## src/hdl/sbce_pkg.sv

```systemverilog
`timescale 1ns / 1ps
// Shared types and constants for the stereo biquad cascade equalizer.
// No dependencies; used by sbce_mac and stereo_biquad_cascade_equalizer.
package sbce_pkg;

  // Sizes of the filter cascade and its number formats.
  localparam int BANDS       = 5;
  localparam int NCOEF       = 5;
  localparam int COEF_WIDTH  = 24;
  localparam int COEF_FRAC   = 20;
  localparam int STATE_WIDTH = 32;
  localparam int STATE_FRAC  = 23;
  localparam int SAMPLE_W    = 16;
  localparam int SAMPLE_FRAC = 15;
  localparam int ACC_W       = 64;
  localparam int CDEPTH      = BANDS * NCOEF;
  localparam int FDEPTH      = BANDS * 8;
  localparam int CAW         = $clog2(CDEPTH);
  localparam int FAW         = $clog2(FDEPTH);
  localparam int BAND_W      = 3;
  localparam int SEL_W       = 3;
  localparam int KW          = 3;
  localparam int CNT_W       = $clog2(COEF_WIDTH + 1);

  // Item kinds on the input stream.
  localparam logic [1:0] MODE_SAMPLE = 2'd0;
  localparam logic [1:0] MODE_COEF   = 2'd1;
  localparam logic [1:0] MODE_CLEAR  = 2'd2;

  // Coefficient slots within one band; state slots within one channel.
  localparam logic [KW-1:0] K_B0 = 3'd0;
  localparam logic [KW-1:0] K_B1 = 3'd1;
  localparam logic [KW-1:0] K_B2 = 3'd2;
  localparam logic [KW-1:0] K_A1 = 3'd3;
  localparam logic [KW-1:0] K_A2 = 3'd4;
  localparam logic [1:0] ST_X1 = 2'd0;
  localparam logic [1:0] ST_X2 = 2'd1;
  localparam logic [1:0] ST_Y1 = 2'd2;
  localparam logic [1:0] ST_Y2 = 2'd3;

  localparam logic signed [COEF_WIDTH-1:0] COEF_ONE = COEF_WIDTH'(1 << COEF_FRAC);

  typedef enum logic [2:0] {
    S_IDLE, S_RADDR, S_RDATA, S_MUL, S_WB, S_CONV, S_OUT
  } state_t;

  // Commands from the sequencer to the serial multiply-accumulate unit.
  typedef struct packed {
    logic start;
    logic first;
    logic neg;
  } mac_ctl_t;

endpackage

```

## src/hdl/sbce_mac.sv

```systemverilog
`timescale 1ns / 1ps
// Bit-serial signed multiply-accumulate: one coefficient bit per cycle.
// Depends on sbce_pkg.
module sbce_mac (
  input  logic                                   clk,
  input  logic                                   rst_n,
  input  sbce_pkg::mac_ctl_t                     ctl,
  input  logic signed [sbce_pkg::STATE_WIDTH-1:0] op,
  input  logic signed [sbce_pkg::COEF_WIDTH-1:0]  coef,
  output logic                                   busy,
  output logic signed [sbce_pkg::ACC_W-1:0]       acc
);
  import sbce_pkg::*;

  logic signed [ACC_W-1:0]      mcand_r, mcand_nxt;
  logic        [COEF_WIDTH-1:0] mult_r, mult_nxt;
  logic        [CNT_W-1:0]      cnt_r, cnt_nxt;
  logic                         neg_r, neg_nxt;
  logic signed [ACC_W-1:0]      acc_r, acc_nxt;
  logic signed [ACC_W-1:0]      term;
  logic                         sub;

  // One partial product per cycle; the coefficient's top bit has negative weight.
  always_comb begin
    mcand_nxt = mcand_r;
    mult_nxt  = mult_r;
    cnt_nxt   = cnt_r;
    neg_nxt   = neg_r;
    acc_nxt   = acc_r;
    term      = mult_r[0] ? mcand_r : '0;
    sub       = neg_r ^ (cnt_r == CNT_W'(1));
    if (ctl.start) begin
      mcand_nxt = ACC_W'(op);
      mult_nxt  = coef;
      cnt_nxt   = CNT_W'(COEF_WIDTH);
      neg_nxt   = ctl.neg;
      if (ctl.first) begin
        acc_nxt = '0;
      end
    end else if (cnt_r != '0) begin
      acc_nxt   = sub ? acc_r - term : acc_r + term;
      mcand_nxt = mcand_r <<< 1;
      mult_nxt  = mult_r >> 1;
      cnt_nxt   = cnt_r - CNT_W'(1);
    end
  end

  always_ff @(posedge clk) begin
    if (!rst_n) begin
      cnt_r <= '0;
    end else begin
      cnt_r <= cnt_nxt;
    end
    mcand_r <= mcand_nxt;
    mult_r  <= mult_nxt;
    neg_r   <= neg_nxt;
    acc_r   <= acc_nxt;
  end

  assign busy = (cnt_r != '0);
  assign acc  = acc_r;

endmodule

```

## src/hdl/stereo_biquad_cascade_equalizer.sv

```systemverilog
`timescale 1ns / 1ps
// Top level of the stereo five-band biquad equalizer: sequencer, memories, I/O.
// Depends on sbce_pkg and sbce_mac.
//
//  Channel   Ports                        Direction  Content
//  input     in_tvalid/in_tready/in_tdata  in         mode, samples, coefficient write
//  output    out_tvalid/out_tready/out_tdata out      filtered left and right samples
//  config    cfg_we/cfg_wdata             in         enabled
//
// A filtered pair runs the left and then the right channel through every band, with the
// bit-serial multiplier doing one coefficient bit per cycle over 50 products. Coefficient
// writes and clears are accepted while staying idle; bypassed pairs go straight to output.
// Reset marks every memory entry invalid; invalid entries read as zero, b0 coefficients as one.
// A finished pair waits in the output register while the next item is accepted.
module stereo_biquad_cascade_equalizer (
  input  logic        clk,
  input  logic        rst_n,
  input  logic        in_tvalid,
  output logic        in_tready,
  input  logic [63:0] in_tdata,   // mode[1:0], left_in[17:2], right_in[33:18],
                                  // band[36:34], coef_select[39:37], coef_value[63:40]
  output logic        out_tvalid,
  input  logic        out_tready,
  output logic [31:0] out_tdata,  // left_out[15:0], right_out[31:16]
  input  logic        cfg_we,
  input  logic        cfg_wdata
);
  import sbce_pkg::*;

  // Input field split.
  logic        [1:0]             in_mode;
  logic signed [SAMPLE_W-1:0]    in_left, in_right;
  logic        [BAND_W-1:0]      in_band;
  logic        [SEL_W-1:0]       in_sel;
  logic signed [COEF_WIDTH-1:0]  in_coef;
  logic                          in_acc;

  assign in_mode  = in_tdata[1:0];
  assign in_left  = in_tdata[17:2];
  assign in_right = in_tdata[33:18];
  assign in_band  = in_tdata[36:34];
  assign in_sel   = in_tdata[39:37];
  assign in_coef  = in_tdata[63:40];

  state_t                        st_r, st_nxt;
  logic                          en_r;
  logic                          ch_r, ch_nxt;
  logic        [BAND_W-1:0]      band_r, band_nxt;
  logic        [KW-1:0]          k_r, k_nxt;
  logic        [1:0]             wb_r, wb_nxt;
  logic signed [STATE_WIDTH-1:0] x_r, x_nxt, s0_r, s0_nxt, s2_r, s2_nxt, y_r, y_nxt;
  logic signed [SAMPLE_W-1:0]    rin_r, rin_nxt, resl_r, resl_nxt, resr_r, resr_nxt;
  logic                          ov_r, ov_nxt;
  logic        [31:0]            od_r, od_nxt;

  // Memories and their valid bits.
  logic signed [COEF_WIDTH-1:0]  cmem [CDEPTH];
  logic signed [STATE_WIDTH-1:0] fmem [FDEPTH];
  logic        [CDEPTH-1:0]      cvld_r;
  logic        [FDEPTH-1:0]      fvld_r;
  logic signed [COEF_WIDTH-1:0]  cq_r;
  logic signed [STATE_WIDTH-1:0] fq_r;
  logic                          cqv_r, fqv_r;
  logic        [CAW-1:0]         c_ra, c_wa;
  logic        [FAW-1:0]         f_ra, f_wa, f_base;
  logic                          c_we, f_we;
  logic signed [STATE_WIDTH-1:0] f_wd;

  mac_ctl_t                      mctl;
  logic signed [STATE_WIDTH-1:0] m_op;
  logic signed [COEF_WIDTH-1:0]  m_coef;
  logic                          m_busy;
  logic signed [ACC_W-1:0]       m_acc;

  logic signed [ACC_W-1:0]       acc_sh;
  logic signed [STATE_WIDTH-1:0] y_sat;
  logic signed [STATE_WIDTH-1:0] yc;
  logic signed [40:0]            prod;
  logic signed [SAMPLE_W-1:0]    conv;
  logic                          coef_ok;

  assign in_tready = (st_r == S_IDLE);
  assign in_acc    = in_tvalid && in_tready;
  assign coef_ok   = (32'(in_band) < BANDS) && (in_sel <= SEL_W'(NCOEF - 1));
  assign f_base    = FAW'({band_r, ch_r, 2'b00});
  assign c_ra      = CAW'(CAW'(band_r) * CAW'(NCOEF) + CAW'(k_r));
  assign f_ra      = f_base + FAW'(k_r - KW'(1));
  assign c_wa      = CAW'(CAW'(in_band) * CAW'(NCOEF) + CAW'(in_sel));
  assign c_we      = in_acc && (in_mode == MODE_COEF) && coef_ok;

  // Band output: floor shift by the coefficient fraction, then saturate.
  always_comb begin
    acc_sh = m_acc >>> COEF_FRAC;
    if (acc_sh > ((ACC_W'(1) <<< (STATE_WIDTH - 1)) - ACC_W'(1))) begin
      y_sat = {1'b0, {(STATE_WIDTH - 1){1'b1}}};
    end else if (acc_sh < -(ACC_W'(1) <<< (STATE_WIDTH - 1))) begin
      y_sat = {1'b1, {(STATE_WIDTH - 1){1'b0}}};
    end else begin
      y_sat = acc_sh[STATE_WIDTH-1:0];
    end
  end

  // Sample conversion: clamp to plus or minus one, scale by 32767, truncate toward zero.
  always_comb begin
    if (x_r > STATE_WIDTH'(1 << STATE_FRAC)) begin
      yc = STATE_WIDTH'(1 << STATE_FRAC);
    end else if (x_r < -(STATE_WIDTH'(1 << STATE_FRAC))) begin
      yc = -(STATE_WIDTH'(1 << STATE_FRAC));
    end else begin
      yc = x_r;
    end
    prod = (41'(yc) <<< 15) - 41'(yc);
    if (prod < 0) begin
      prod = prod + 41'((1 << STATE_FRAC) - 1);
    end
    conv = SAMPLE_W'(prod >>> STATE_FRAC);
  end

  // Coefficients and state operands come from the registered reads; the b0 operand is x_r.
  always_comb begin
    if (k_r == K_B0) begin
      m_op   = x_r;
      m_coef = cqv_r ? cq_r : COEF_ONE;
    end else begin
      m_op   = fqv_r ? fq_r : '0;
      m_coef = cqv_r ? cq_r : '0;
    end
  end

  // State write-back order: x2 from old x1, x1 from x, y2 from old y1, y1 from y.
  always_comb begin
    case (wb_r)
      2'd0:    begin f_wa = f_base + FAW'(ST_X2); f_wd = s0_r; end
      2'd1:    begin f_wa = f_base + FAW'(ST_X1); f_wd = x_r;  end
      2'd2:    begin f_wa = f_base + FAW'(ST_Y2); f_wd = s2_r; end
      default: begin f_wa = f_base + FAW'(ST_Y1); f_wd = y_r;  end
    endcase
  end
  assign f_we = (st_r == S_WB);

  // Sequencer: next state and datapath controls.
  always_comb begin
    st_nxt   = st_r;
    ch_nxt   = ch_r;
    band_nxt = band_r;
    k_nxt    = k_r;
    wb_nxt   = wb_r;
    x_nxt    = x_r;
    s0_nxt   = s0_r;
    s2_nxt   = s2_r;
    y_nxt    = y_r;
    rin_nxt  = rin_r;
    resl_nxt = resl_r;
    resr_nxt = resr_r;
    mctl     = '0;
    ov_nxt   = ov_r && !out_tready;
    od_nxt   = od_r;
    case (st_r)
      S_IDLE: begin
        if (in_acc && in_mode == MODE_SAMPLE) begin
          if (en_r) begin
            x_nxt    = STATE_WIDTH'(in_left) <<< (STATE_FRAC - SAMPLE_FRAC);
            rin_nxt  = in_right;
            ch_nxt   = 1'b0;
            band_nxt = '0;
            k_nxt    = K_B0;
            st_nxt   = S_RADDR;
          end else begin
            resl_nxt = in_left;
            resr_nxt = in_right;
            st_nxt   = S_OUT;
          end
        end
      end
      S_RADDR: st_nxt = S_RDATA;
      S_RDATA: begin
        mctl.start = 1'b1;
        mctl.first = (k_r == K_B0);
        mctl.neg   = (k_r >= K_A1);
        if (k_r == K_B1) s0_nxt = m_op;
        if (k_r == K_A1) s2_nxt = m_op;
        st_nxt = S_MUL;
      end
      S_MUL: begin
        if (!m_busy) begin
          if (k_r == K_A2) begin
            y_nxt  = y_sat;
            wb_nxt = 2'd0;
            st_nxt = S_WB;
          end else begin
            k_nxt  = k_r + KW'(1);
            st_nxt = S_RADDR;
          end
        end
      end
      S_WB: begin
        wb_nxt = wb_r + 2'd1;
        if (wb_r == 2'd3) begin
          x_nxt = y_r;
          k_nxt = K_B0;
          if (32'(band_r) == BANDS - 1) begin
            st_nxt = S_CONV;
          end else begin
            band_nxt = band_r + BAND_W'(1);
            st_nxt   = S_RADDR;
          end
        end
      end
      S_CONV: begin
        band_nxt = '0;
        k_nxt    = K_B0;
        if (!ch_r) begin
          resl_nxt = conv;
          ch_nxt   = 1'b1;
          x_nxt    = STATE_WIDTH'(rin_r) <<< (STATE_FRAC - SAMPLE_FRAC);
          st_nxt   = S_RADDR;
        end else begin
          resr_nxt = conv;
          st_nxt   = S_OUT;
        end
      end
      S_OUT: begin
        if (!ov_r || out_tready) begin
          ov_nxt = 1'b1;
          od_nxt = {resr_r, resl_r};
          st_nxt = S_IDLE;
        end
      end
      default: st_nxt = S_IDLE;
    endcase
  end

  // Control registers and valid bits.
  always_ff @(posedge clk) begin
    if (!rst_n) begin
      st_r   <= S_IDLE;
      en_r   <= 1'b1;
      ov_r   <= 1'b0;
      cvld_r <= '0;
      fvld_r <= '0;
    end else begin
      st_r <= st_nxt;
      ov_r <= ov_nxt;
      if (cfg_we) en_r <= cfg_wdata;
      if (c_we) begin
        cvld_r[c_wa] <= 1'b1;
        fvld_r[FAW'({in_band, 3'b000}) +: 8] <= '0;
      end
      if (in_acc && in_mode == MODE_CLEAR) fvld_r <= '0;
      if (f_we) fvld_r[f_wa] <= 1'b1;
    end
  end

  // Datapath registers.
  always_ff @(posedge clk) begin
    ch_r   <= ch_nxt;
    band_r <= band_nxt;
    k_r    <= k_nxt;
    wb_r   <= wb_nxt;
    x_r    <= x_nxt;
    s0_r   <= s0_nxt;
    s2_r   <= s2_nxt;
    y_r    <= y_nxt;
    rin_r  <= rin_nxt;
    resl_r <= resl_nxt;
    resr_r <= resr_nxt;
    od_r   <= od_nxt;
  end

  // Coefficient memory: one write port, one registered read port.
  always_ff @(posedge clk) begin
    if (c_we) cmem[c_wa] <= in_coef;
    cq_r  <= cmem[c_ra];
    cqv_r <= cvld_r[c_ra];
  end

  // Filter state memory: one write port, one registered read port.
  always_ff @(posedge clk) begin
    if (f_we) fmem[f_wa] <= f_wd;
    fq_r  <= fmem[f_ra];
    fqv_r <= fvld_r[f_ra];
  end

  sbce_mac u_mac (
    .clk   (clk),
    .rst_n (rst_n),
    .ctl   (mctl),
    .op    (m_op),
    .coef  (m_coef),
    .busy  (m_busy),
    .acc   (m_acc)
  );

  assign out_tvalid = ov_r;
  assign out_tdata  = od_r;

  // The serial multiplier only runs while the sequencer waits on it.
  a_mac_busy: assert property (@(posedge clk) disable iff (!rst_n)
    m_busy |-> st_r == S_MUL) else $error("multiplier busy outside multiply state");

  // An enabled sample pair starts the band sequence.
  a_start: assert property (@(posedge clk) disable iff (!rst_n)
    (in_acc && in_mode == MODE_SAMPLE && en_r) |=> st_r == S_RADDR)
    else $error("sample pair did not start filtering");

  // State write-back stays inside the filter memory.
  a_wb_addr: assert property (@(posedge clk) disable iff (!rst_n)
    f_we |-> 32'(f_wa) < FDEPTH) else $error("filter write out of range");

  // A result is loaded only when the output register can take it.
  a_out_load: assert property (@(posedge clk) disable iff (!rst_n)
    (st_r == S_OUT && ov_r && !out_tready) |=> st_r == S_OUT)
    else $error("result overwrote a waiting item");

endmodule
```

## config.mk

```make
export PLATFORM = sky130hd
export DESIGN_NAME = stereo_biquad_cascade_equalizer
export DESIGN_NICKNAME = d
export VERILOG_FILES = /design/src/hdl/sbce_pkg.sv /design/src/hdl/sbce_mac.sv /design/src/hdl/stereo_biquad_cascade_equalizer.sv
export SDC_FILE = /design/constraint.sdc
export NUM_CORES = 2
export LEC_CHECK = 0
export ABC_AREA = 1
export BUFFER_PORTS_ARGS = -buffer_cell sky130_fd_sc_hd__clkbuf_2
export CELL_PAD_IN_SITES_DETAIL_PLACEMENT = 1
export CELL_PAD_IN_SITES_GLOBAL_PLACEMENT = 1
export CORE_MARGIN = 8
export CORE_UTILIZATION = 46
export CTS_CLUSTER_SIZE = 14
export DETAILED_ROUTE_END_ITERATION = 7
export GPL_TIMING_DRIVEN = 0
export PLACE_DENSITY = 0.72
export SYNTH_ARGS = -nofsm -noshare
export SYNTH_HDL_FRONTEND = slang
export SYNTH_HIERARCHICAL = 1
export SYNTH_SLANG_ARGS = --single-unit
export TNS_END_PERCENT = 1
```

## constraint.sdc

```tcl
create_clock -name clk -period 4.7 [get_ports clk]
set_input_delay 0 -clock clk [delete_from_list [all_inputs] [get_ports clk]]
set_output_delay 0 -clock clk [all_outputs]
set_load 0.02 [all_outputs]
```

=== Word-level counts from Yosys, hierarchy flattened ===
Memories as Yosys holds them, arrays and structs flattened. A register that Yosys moved wholly into a read port is not among the register bits.
Cells that the tools add are included.

* $add $sub $neg: 16
* $mul: 2
* $lt $le $gt $ge: 14
* Equality and inequality tests: 28
* Shift operators: 2
* Mux-type cells: 79
* Bitwise operators: 5
* Reduce and logical (&&, ||, !) cells: 37

{| class="wikitable"
|+ Operators with widths
! cell !! count
|-
| 64-bit 2-to-1 mux || 7
|-
| 32-bit 2-to-1 mux || 9
|-
| 32-bit one-hot mux with 3 select lines || 2
|-
| 40-bit 2-to-1 mux || 4
|-
| 24-bit 2-to-1 mux || 5
|-
| 16-bit 2-to-1 mux || 6
|-
| 64-bit adder || 1
|-
| 16-bit one-hot mux with 2 select lines || 2
|-
| 64-bit subtractor || 1
|-
| 3-bit 2-to-1 mux || 16
|-
| 44-bit by 32-bit > comparator with 1-bit output, second input constant || 1
|-
| 44-bit by 32-bit < comparator with 1-bit output, second input constant || 1
|-
| 41-bit by 1-bit < comparator with 1-bit output, second input constant || 1
|-
| 41-bit by 32-bit subtractor with 41-bit output || 1
|-
| 40-bit bitwise mux || 1
|-
| 40-bit bitwise OR || 1
|-
| 8-bit by 8-bit variable shift with 40-bit output, first input constant || 1
|-
| 8-bit by 8-bit variable part select with 40-bit output, first input constant || 1
|-
| 39-bit by 24-bit adder with 39-bit output, second input constant || 1
|-
| 39-bit 2-to-1 mux || 1
|-
| 32-bit by 25-bit > comparator with 1-bit output, second input constant || 1
|-
| 32-bit by 24-bit < comparator with 1-bit output, second input constant || 1
|-
| 25-bit bitwise OR || 1
|-
| 3-bit one-hot mux with 7 select lines || 1
|-
| other kinds (54) || 116
|}

* Register bits after elaboration: 447
* Memory bits (writable): 1880
* Input bits: 70
* Word-level logic and storage cells: 210
* Memories: 2

{| class="wikitable"
|+ Memory list
! name !! words !! width !! read ports !! clocked after memory_dff !! write ports !! line !! source
|-
| fmem || 40 || 32 || 1 || 1 || 1 || stereo_biquad_cascade_equalizer.sv:58 || <nowiki>logic signed [STATE_WIDTH-1:0] fmem [FDEPTH];</nowiki>
|-
| cmem || 25 || 24 || 1 || 1 || 1 || stereo_biquad_cascade_equalizer.sv:57 || <nowiki>logic signed [COEF_WIDTH-1:0] cmem [CDEPTH];</nowiki>
|}

=== Depth between registers and ports, before layout ===
* Depth in word-level cells: 9
* Depth in mapped cells: 31

=== Cells and area by module ===
The synthesis kept the hierarchy.

{| class="wikitable"
|+ By module, submodules not included
! module !! instances !! cells an instance !! area an instance (sq um)
|-
| stereo_biquad_cascade_equalizer || 1 || 7344 || 90894.7
|-
| sbce_mac || 1 || 2296 || 14209.9
|}

=== Worst setup path after synthesis ===
No wires, ideal clock.

* Path type: reg-to-reg
* Start: reg st_r[1]
* End: reg u_mac.acc_r[0] (netlist: u_mac/acc[0]) (enable)
* Arrival: 4.636 ns
* Slack: -0.363 ns
* Cell stages (with the launch flop): 7
* Buffers on the path: 1
* Clock period less this slack: 5.063 ns
* Cells stage by stage: dfxtp_1 -> inv_1 -> nor3_1 -> inv_1 -> clkbuf_1 -> nand2_1 -> o21a_1

{| class="wikitable"
|+ RTL lines
! what !! line !! source
|-
| start: declaration || stereo_biquad_cascade_equalizer.sv:45 || <nowiki>state_t st_r, st_nxt;</nowiki>
|-
| start signal: assignment || stereo_biquad_cascade_equalizer.sv:242 || <nowiki>st_r <= st_nxt;</nowiki>
|-
| end signal: assignment || sbce_mac.sv:57 || <nowiki>acc_r <= acc_nxt;</nowiki>
|-
| end: declaration || sbce_mac.sv:19 || <nowiki>logic signed [ACC_W-1:0] acc_r, acc_nxt;</nowiki>
|}

=== Final worst setup path ===
* Start: reg k_r[0]
* End: reg fq_r[8] (read register of fmem)

* Longest elaborated chain between the ends: 2

{| class="wikitable"
|+ Ends and longest elaborated chain
! what !! line !! source
|-
| start: declaration || stereo_biquad_cascade_equalizer.sv:49 || <nowiki>logic [KW-1:0] k_r, k_nxt;</nowiki>
|-
| start signal: assignment || stereo_biquad_cascade_equalizer.sv:258 || <nowiki>k_r <= k_nxt;</nowiki>
|-
| 3-bit by 1-bit subtractor with 4-bit output || stereo_biquad_cascade_equalizer.sv:87 || <nowiki>assign f_ra = f_base + FAW'(k_r - KW'(1));</nowiki>
|-
| 6-bit adder || stereo_biquad_cascade_equalizer.sv:87 ||
|-
| end: declaration || stereo_biquad_cascade_equalizer.sv:62 || <nowiki>logic signed [STATE_WIDTH-1:0] fq_r;</nowiki>
|}

Every way passes these cells.
A chain may end at the register's enable or synchronous reset.

==> metrics.md <==
| Metric | Value |
|---|---|
| Depth of the CTS H-tree | 4 |
| Share of cells above drive strength 1 | 10.3% |
| Failing checks | DRC, setup timing |
| Min-Delay Path Class | input pin to flop |
| GRT Total Usage | 33.9% |
| Outcome | finished with violations |
| Cells after Synth | 9640 |
| Synth top area cells | edfxtp_1 64%, nand2_1 5.8%, nor2_1 5.3% |
| Std cell rows | 175 |
| Netlist cell types | 61 |
| Max Cap Viol | 0 |
| Number of enable flip-flop cells after synthesis | 2250 |
| Commonest cells in the netlist | 2250 x edfxtp_1, 1612 x nand2_1, 1497 x nor2_1 |
| Met1 WL | 160 mm |
| Final hold violation count | 0 |
| RSZ-0062 raised after global routing | true |
| Vias/cell | 6.29 |
| Total gr overflow | 0 |
| Antenna violations before repair | 22 |
| Met2 routed WL | 192 mm |
| Worst-Skew Late Latency | 920 ps |
| Final setup margin | -297 ps |
| Sequential-to-total area share from yosys stat | 66.8% |
| Crit path cell chain | clkbuf_2 -> inv_1 -> buf_4 -> buf_8 -> ha_1 -> xor2_1 -> ha_1 -> inv_1 -> clkbuf_1 -> o221ai_1 -> o211ai_1 -> nand3_1 -> nand3_1 -> o21ai_0 |
| Die Ht | 494 um |
| Mapped Nets | 9838 |
| CTS max path bufs | 3 |
| CP Data Arrival Time | 5760 ps |
| DR pass1 iterations | 8 |
| Setup-failing EPs final | 44 |
| Synth Warn # | 6 |
| Worst slack at placement | -2720 ps |
| Worst Clk Skew | 54.3 ps |
| Async S/R FF share, synth | 0% |
| Slew @ Worst Pin | 1480 ps |
| Die X | 494 um |
| Avg WL per Cell | 32.0 um |
| Mapped Area | 105000 um^2 |
| Worst Path Required | 5470 ps |
| DIE AREA | 244000 um^2 |
| Multi-input logic area | 32000 um^2 |
| ANT nets after route | 0 |
| Fin nets | 10400 |
| CORE AREA | 227000 um^2 |
| Ports | 104 |
| Area leader, netlist | edfxtp_1 |
| CP max stage cell | clkbuf_1 |
| Most frequent cell after synthesis | edfxtp_1 |
| Clock Pin Slew Worst Setup and Hold Paths | 70 ps |
| Final-layout fill cell count | 23900 |
| Metal3 WL | 46.1 mm |
| Post-Syn Area per Cell | 10.9 um^2 |
| Crit path max fanout | 20 |
| Max Slew Vio Count | 0 |
| TritonCTS clock tree | built |
| FF+latch area | 70200 um^2 |
| Wire length of the first global-routing pass | 604 mm |
| Slowest cell delay on critical path | 900 ps |
| Number of port buffers | 103 |
| Worst rel slew slack | 1.57% |
| WP buf/inv | 6 |
| Post-layout min period | 5000 ps |
| Detailed-route DRC error count | 1 |
| Share of the synthesized area in the top cell type | 64.3% |
| Layout overhead on the synthesized area | 16.9% |
| Cts bufs inserted | 239 |
| CP Class | flop to flop |
| # clock sinks | 2383 |
| CTS root buffer | clkbuf_16 |
| CP top delay family | buffers and inverters |
| TNS Setup | -4730 ps |
| CP Capture Type | flop |
| Final period util | 106% |
| Main synth FF type | edfxtp_1 |
| Initial Utilization | 46.2% |
| Register bit total from synthesis | 2383 |
| Vias in the first global route | 84800 |
| Largest net degree at the start of global routing | 53 |
| Gpl congestion | 1.03 |
| DR vias | 84500 |
| Top sig layer | met5 |
| Worst hold slack | 33.9 ps |
| HPWL after DPL | 306 mm |
| Startpoint Class | flop |
| Peak Freq | 200 MHz |
| Drt total wl | 429 mm |
| DR iter-0 viols | 11400 |
-- per-layer routing --
layer,vias up,track usage [%]
met1,42400,43.5
met2,5269,53.0
li1,35400,-
met3,1322,8.04
met5,-,0
met4,12,19.7
-- state kept, by name (all words and copies together), names as in the netlist, 25 cells and up --
name           flops
u_mac/mcand_r     64
s0_r              32
x_r               32
fmem            1280
out_tdata         32
cvld_r            25
y_r               32
u_mac/acc         64
fvld_r            40
cmem             600
s2_r              32
fq_r              32
-- logic make-up (layout without fill, tap and decap cells) --
kind of cell / count (synthesis) / after routing / synth area share, %
compound gates: 2073 / 2073 / 11.9
buf+inv: 1229 / 2002 / 4.51
other cells: 0 / 8 / 0
flops: 2383 / 2383 / 66.8
fa+ha+maj: 128 / 128 / 1.55
simple gates: 3754 / 3754 / 14.6
xor+xnor: 73 / 73 / 0.608
-- worst paths after layout --
| check | start | end | slack, ps | cells after the start |
|---|---|---|---|---|
| worst min-delay path | in_tdata[3] | resl_r[1]$_DFFE_PP_ | 30 | 4 |
| worst max register to register | k_r[0]$_SDFFCE_PP0P_ | fq_r[8]$_DFF_P_ | -300 | 14 |
| worst min register to register | resl_r[5]$_DFFE_PP_ | out_tdata[5]$_DFFE_PP_ | 430 | 0 |
| worst max-delay path | k_r[0]$_SDFFCE_PP0P_ | fq_r[8]$_DFF_P_ | -300 | 14 |
-- tightest hold or removal path, cell delays in order --
cell	delay, ps
dlygate4sd3_1	530
clkbuf_2	110
inv_1	60
o21ai_1	130
-- what timing repair did --
item | 4_1_cts | 5_1_grt
pin swaps | 2 | 17
hold endpoints to repair | 733 | 0
buffers inserted | 9 | 11
setup endpoints to repair | 328 | 188
gates cloned | 0 | 0
hold buffers | 90 | 0
gates resized for setup | 128 | 149
-- per-stage QoR --
step                      cell area (um^2)  utilization, %  cells
after floorplan                     105000               -   9640
after global placement              109000            48.1  12800
after detailed placement            113000            49.7  12900
after CTS                           122000            53.8  13400
after global routing                123000            54.1  13400
final                               123000            54.1  13400
-- layout by cell type (no fill, tap or decap), types with 90 or more instances in the layout --
cell,instances
a21oi_1,180
nand2_1,1597
inv_1,662
o221ai_1,300
ha_1,109
nor2_1,1393
edfxtp_1,2250
o22ai_1,185
clkbuf_2,147
clkbuf_16,240
o21ai_0,1088
o211ai_1,118
dlygate4sd3_1,90
clkbuf_1,463
nand3_1,365
dfxtp_1,133
-- layout make-up --
class,instances,area share (%)
clock buffer,316,5.28
antenna,8,0.0163
buffer,520,1.81
multi-input combinational,6028,26.0
inverter,705,2.16
clock inverter,131,1.17
tap,3009,3.06
timing repair buffer,330,3.30
sequential,2383,57.2
Power is left out: the tool's default activity adds up to more than one toggle a clock period on the data nets, which glitch-free logic cannot reach.
